===== config.mk =====
export PLATFORM = sky130hd
export DESIGN_NAME = bam_ctrl
export DESIGN_NICKNAME = d
export VERILOG_FILES = /design/src/sv/bam_pkg.sv /design/src/sv/bam_ctrl.sv
export SDC_FILE = /design/constraint.sdc
export NUM_CORES = 1
export LEC_CHECK = 0
export BUFFER_PORTS_ARGS = -buffer_cell sky130_fd_sc_hd__buf_2
export CAP_MARGIN = 20
export CORE_AREA = 5 5 42 44
export DETAILED_ROUTE_END_ITERATION = 6
export DIE_AREA = 0 0 47 49
export PLACE_DENSITY = 0.47
export SYNTH_ARGS = -nofsm -noshare
export SYNTH_HDL_FRONTEND = slang
export SYNTH_SLANG_ARGS = --single-unit

===== constraint.sdc =====
create_clock -name i_clk -period 2.3 [get_ports i_clk]
set_input_delay 0 -clock i_clk [delete_from_list [all_inputs] [get_ports i_clk]]
set_output_delay 0 -clock i_clk [all_outputs]
set_load 0.02 [all_outputs]

===== src/sv/bam_pkg.sv =====
// ----------------------------------------------------------------------------
// Byte-addressable word memory package
// Access mode codes and the command and status bundles that pass between the
// controller and the datapath.
// ----------------------------------------------------------------------------
package bam_pkg;

    localparam int MODE_W  = 3;
    localparam int ADDR_W  = 32;
    localparam int DATA_W  = 64;
    localparam int LIMIT_W = 34;

    localparam logic [MODE_W-1:0] MODE_WORD_RD  = 3'd0;
    localparam logic [MODE_W-1:0] MODE_WORD_WR  = 3'd1;
    localparam logic [MODE_W-1:0] MODE_BYTE_RD  = 3'd2;
    localparam logic [MODE_W-1:0] MODE_BYTE_WR  = 3'd3;
    localparam logic [MODE_W-1:0] MODE_UWORD_RD = 3'd4;
    localparam logic [MODE_W-1:0] MODE_UWORD_WR = 3'd5;

    typedef struct packed {
        logic clr;
        logic load;
        logic rd0;
        logic rd1;
        logic cap0;
        logic cap1;
        logic wr0;
        logic wr1;
        logic out_load;
    } t_cmd;

    typedef struct packed {
        logic nop;
        logic is_write;
        logic two_words;
        logic clr_last;
    } t_status;

endpackage


===== src/sv/bam_ctrl.sv =====
// ----------------------------------------------------------------------------
// Byte-addressable word memory controller
// Sequences the clearing pass, the memory reads, the merges and the write-back
// of one access, and hands the result to the output register.
// ----------------------------------------------------------------------------
module bam_ctrl (
    input  logic             i_clk,
    input  logic             i_rst_n,
    input  logic             i_in_valid,
    output logic             o_in_ready,
    input  logic             i_out_ready,
    output logic             o_out_valid,
    input  bam_pkg::t_status i_status,
    output bam_pkg::t_cmd    o_cmd
);

    typedef enum logic [2:0] {
        S_CLEAR,
        S_IDLE,
        S_RD0,
        S_RD1,
        S_CAP,
        S_WR0,
        S_WR1,
        S_DONE
    } t_state;

    t_state r_state;
    t_state n_state;
    logic   r_out_valid;

    assign o_in_ready  = (r_state == S_IDLE);
    assign o_out_valid = r_out_valid;

    always_comb begin
        o_cmd   = '0;
        n_state = r_state;
        unique case (r_state)
            S_CLEAR: begin
                o_cmd.clr = 1'b1;
                if (i_status.clr_last) begin
                    n_state = S_IDLE;
                end
            end
            S_IDLE: begin
                o_cmd.load = i_in_valid;
                if (i_in_valid) begin
                    n_state = S_RD0;
                end
            end
            S_RD0: begin
                o_cmd.rd0 = !i_status.nop;
                if (i_status.nop) begin
                    n_state = S_DONE;
                end else if (i_status.two_words) begin
                    n_state = S_RD1;
                end else begin
                    n_state = S_CAP;
                end
            end
            S_RD1: begin
                o_cmd.cap0 = 1'b1;
                o_cmd.rd1  = 1'b1;
                n_state    = S_CAP;
            end
            S_CAP: begin
                o_cmd.cap0 = !i_status.two_words;
                o_cmd.cap1 = i_status.two_words;
                n_state    = i_status.is_write ? S_WR0 : S_DONE;
            end
            S_WR0: begin
                o_cmd.wr0 = 1'b1;
                n_state   = i_status.two_words ? S_WR1 : S_DONE;
            end
            S_WR1: begin
                o_cmd.wr1 = 1'b1;
                n_state   = S_DONE;
            end
            S_DONE: begin
                o_cmd.out_load = !r_out_valid || i_out_ready;
                if (!r_out_valid || i_out_ready) begin
                    n_state = S_IDLE;
                end
            end
            default: begin
                n_state = S_IDLE;
            end
        endcase
    end

    always_ff @(posedge i_clk) begin
        if (!i_rst_n) begin
            r_state     <= S_CLEAR;
            r_out_valid <= 1'b0;
        end else begin
            r_state <= n_state;
            if (o_cmd.out_load) begin
                r_out_valid <= 1'b1;
            end else if (i_out_ready) begin
                r_out_valid <= 1'b0;
            end
        end
    end

endmodule


==> results.yml, run 1 <==
run_status:
  outcome: "completed"
floorplanning:
  die_h_um: 49
  start_util_pct: 22.7
  coreArea_um2: 1400
  rows: 14
  die-area_um2: 2300
  chipWidth_um: 47
  ios: 19
layout:
  layout-drive-gt1-share_pct: 40.0
  stdcell_count: 76
  nets: 70
  design_area_um2: 428
  fill_cells: 166
  layout_common_cells: "buf_2 (18), nor2_1 (5), nand2_1 (4), dfxtp_1 (4)"
  final_common_cell: "buf_2"
  num_antenna_cells: 0
  syn_to_final_growth_pct: 34.6
clocking:
  path_clk_slew_ps: 40
  clock_path_buffers: 2
  cts_resized: 0
  post-cts-setup-buffers: 0
  clockRootBuffer: "clkbuf_4"
  ctsHoldBuffers: 0
  clkLatencyLatePin_ps: 230
  cts_buffers: 3
  cts_tree: "built"
  cts_htree_levels: 1
  cts.sinks: 4
critical_path:
  path_cells: "or3b_1 > o22ai_1 > buf_2"
  crit_slowest_cell: "dfxtp_1"
  crit_buf_inv: 1
  crit_type: "reg -> out"
  cp.arrival_ps: 1570
  cp_data_required_time_ps: 2300
  cp_num_cells: 3
  cp_top_family: "flip-flops"
  cp-end-kind: "primary output"
  r2r_cells: 3
  cp_max_fo: 16
  max_stage_delay_ps: 620
  cp-start-kind: "flip-flop"
synth:
  synth_warnings: 0
  syn_inst: 42
  synth_cell_type_count: 21
  syn_area_per_cell_um2: 7.57
  synthesis.area_um2: 318
  syn_nets: 50
  synth_seq_cells: 4
  ys_seq_area_share_pct: 25.2
timing:
  rsz0062_at_grt: "no"
  min_period_ps: 1570
  setup_tns_ps: 0
  worstMarginPinSlew_ps: 496
  report.final.setup_viol: 0
  skew_ps: 2.34
  fmaxAchievable_mhz: 637
  hold_viol: 0
  maxSlewViolCount: 0
  worst_slew_margin_rel_pct: 66.9
  fin_crit_sh_pct: 68.3
  fin_ws_ps: 730
grt:
  grt_pass1_vias: 313
  track_usage_pct: 8.45
  grt_max_degree: 17
  antenna_found_initial: 0
  grt_overflow: 0
  grt_pass1_wl_mm: 1.35
min_path:
  min_path_type: "in -> reg"
  holdPathStages: 3
power:
  power.density_nw_per_um2: 635
  ir_drop_mv: 0.346
  power.leakage_uw: 0.000211
route:
  via_per_inst: 4.91
  avgRoutedWirePerCell_um: 10.6
  final_antenna_net_count: 0
  route.detailed.drc: 0
  drt_pass1_iterations: 3
  dr.first_iter.drc_count: 5
  wirelength_um: 802
  vias: 373
run:
  drv_cap: 0
placed_design:
  hpwl_um: 600
  dp_cells: 73
  pre_cts_ws_ps: 975
  portBuffers: 18
  placed_area_um2: 405
  gp_congestion: 0.713
routing by layer:
layer | global-route usage (%) | routed length [um] | up-vias
met1 | 10.5 | 366 | 168
li1 | - | - | 193
met2 | 10.9 | 358 | 12
met5 | 0 | 0 | -
met3 | 6.64 | 78 | 0
met4 | 2.76 | 0 | 0
kinds of logic after synthesis:
kind of cell	synth area share (%)
AO/OA/AOI/OAI	20.5
AND/OR/NAND/NOR	44.9
flip-flops	25.2
buffers and inverters	9.45
metrics by stage:
step	power [uW]	hold slack, ps	util (%)
global route	299	22.4	30.5
detailed placement	188	256	28.9
floorplan	164	53.1	-
CTS	278	2.64	30.5
global placement	189	279	28.9
finish	272	15.9	30.5
area by class of cell:
type	count	area (um2)	area share [%]
clock buffer	3	22.5	5.26
inverter	2	7.51	1.75
multi-input combinational	33	208	48.5
sequential	4	80.1	18.7
tap	16	20.0	4.68
timing repair buffer	18	90.1	21.1
power by group:
group          leakage, uW  internal, uW  total, uW  switching [uW]
clock network    0.0000138          58.3       85.7            27.4
logic             0.000165          39.1       82.8            43.8
registers        0.0000327          76.8        103            26.3
cell usage after synthesis:
cell | count | area [um2]
nor4b_2 | 1 | 15.0
nor2b_1 | 2 | 12.5
nand4_1 | 1 | 6.26
or3b_1 | 3 | 26.3
o21ba_2 | 1 | 10.0
nand3_1 | 2 | 10.0
dfxtp_1 | 4 | 80.1
o22ai_1 | 1 | 6.26
nand2_1 | 4 | 15.0
a21oi_1 | 2 | 10.0
a21o_2 | 1 | 8.76
nor3_1 | 3 | 15.0
and3b_1 | 1 | 8.76
a31oi_1 | 2 | 12.5
o2bb2ai_1 | 1 | 8.76
buf_4 | 3 | 22.5
nor3b_1 | 1 | 7.51
inv_1 | 2 | 7.51
o41ai_1 | 1 | 8.76
nand3b_1 | 1 | 7.51
nor2_1 | 5 | 18.8
registers in the layout (all words and copies together), names as in the netlist:
register and flops:
r_state 3, o_out_valid 1
worst register-to-register path: stages (launching register included):
cell,delay (ps)
dfxtp_1,440
or3b_1,420
a21oi_1,180
nor3_1,60
worst paths after layout:
kind,from,end,slack (ps)
max,r_state[2],o_cmd[4],730
min,i_rst_n,r_state[0],20
max reg2reg,r_state[0],r_state[2],1080
min reg2reg,o_out_valid,o_out_valid,640
(Power assumes the default switching activity.)
==> run 2, diff against run 1 <==
==> constraint.sdc (replaced) <==
create_clock -name i_clk -period 1.6 [get_ports i_clk]
set_input_delay 0 -clock i_clk [delete_from_list [all_inputs] [get_ports i_clk]]
set_output_delay 0 -clock i_clk [all_outputs]
set_load 0.02 [all_outputs]
==> results.yml, run 2 (synthesis results as in run 1) <==
floorplanning:
  start_util_pct: 22.7
  die-area_um2: 2300
  ios: 19
  chipWidth_um: 47
  coreArea_um2: 1400
  die_h_um: 49
  rows: 14
clocking:
  clkLatencyLatePin_ps: 230
  clockRootBuffer: "clkbuf_4"
  cts_tree: "built"
  clock_path_buffers: 2
  cts_resized: 0
  cts_buffers: 3
  path_clk_slew_ps: 40
  cts.sinks: 4
  post-cts-setup-buffers: 0
  cts_htree_levels: 1
  ctsHoldBuffers: 0
layout:
  layout-drive-gt1-share_pct: 41.0
  fin_util_pct: 31.1
  fill_cells: 163
  design_area_um2: 435
  max_flop_register: "r_state"
  layout_common_cells: "buf_2 (18), nor2_1 (5), nand2_1 (4), dfxtp_1 (4)"
  num_antenna_cells: 0
  final_common_cell: "buf_2"
  largest_reg_flops: 3
  syn_to_final_growth_pct: 37.0
  nets: 71
placed_design:
  placed_area_um2: 413
  portBuffers: 18
  gp_congestion: 0.703
  hpwl_um: 650
route:
  vias: 360
  drt_pass1_iterations: 2
  dr.first_iter.drc_count: 3
  final_antenna_net_count: 0
  avgRoutedWirePerCell_um: 10.5
  via_per_inst: 4.68
  wirelength_um: 807
  route.detailed.drc: 0
critical_path:
  cp-end-kind: "primary output"
  cp-start-kind: "flip-flop"
  cp_data_required_time_ps: 1600
  cp_max_fo: 11
  cp.arrival_ps: 1440
  crit_type: "reg -> out"
timing:
  hold_slack_ps: 16.8
  hold_viol: 0
  worstMarginPinSlew_ps: 468
  worst_slew_margin_rel_pct: 68.8
  rsz0062_at_grt: "no"
  setup_tns_ps: 0
  fin_crit_sh_pct: 90.1
  maxSlewViolCount: 0
  min_period_ps: 1440
  skew_ps: 1.93
  fmaxAchievable_mhz: 694
  report.final.setup_viol: 0
power:
  ir_drop_mv: 0.497
  power.leakage_uw: 0.000217
  power.total_uw: 393
  power.density_nw_per_um2: 902
min_path:
  min_path_type: "in -> reg"
run:
  drv_cap: 0
grt:
  grt_overflow: 0
  grt_pass1_vias: 315
  antenna_found_initial: 0
  grt_max_degree: 17
  grt_pass1_wl_mm: 1.35
  track_usage_pct: 8.17
run_status:
  outcome: "completed"
run 2: cell count changes in the layout (fill, tap and decap cells not counted), sizes merged:
cell  previous run  this run
buf             18        19
run 2: critical path: stages, from the launching register on:
cell,delay (ps)
dfxtp_1,500
or3b_1,400
o22ai_1,130
buf_2,180
run 2: layer usage:
metal | track usage (%) | wire (um)
met2 | 11.1 | 346
met5 | 0 | 0
met1 | 10.8 | 378
met3 | 6.64 | 82
met4 | 0 | 0
run 2: area by class of cell:
type                       instances  area (um2)  area share (%)
multi-input combinational         33         208            47.7
timing repair buffer              19        97.6            22.4
sequential                         4        80.1            18.4
clock buffer                       3        22.5            5.17
tap                               16        20.0            4.60
inverter                           2        7.51            1.72
run 2: through the flow:
step | cells | setup slack, ps
after floorplan | 42 | 436
after global placement | 74 | 409
after detailed placement | 74 | 413
after CTS | 77 | 158
after global routing | 77 | 9.60
final | 77 | 159
run 2: report_power, final:
group | total (uW) | switching [uW] | leakage, uW | internal, uW
Combinational | 127 | 68.2 | 0.000170 | 59.2
Sequential | 144 | 33.5 | 0.0000327 | 110
Clock | 122 | 37.9 | 0.0000138 | 83.7
Total | 393 | 140 | 0.000217 | 253
run 2: path summary, 6_finish.rpt:
path | slack [ps] | depth (start not counted) | from | to
setup / recovery | 160 | 3 | r_state[2] | o_cmd[4]
hold reg to reg | 630 | 3 | o_out_valid | o_out_valid
hold / removal | 20 | 3 | i_rst_n | r_state[0]
setup reg to reg | 410 | 3 | r_state[0] | r_state[2]
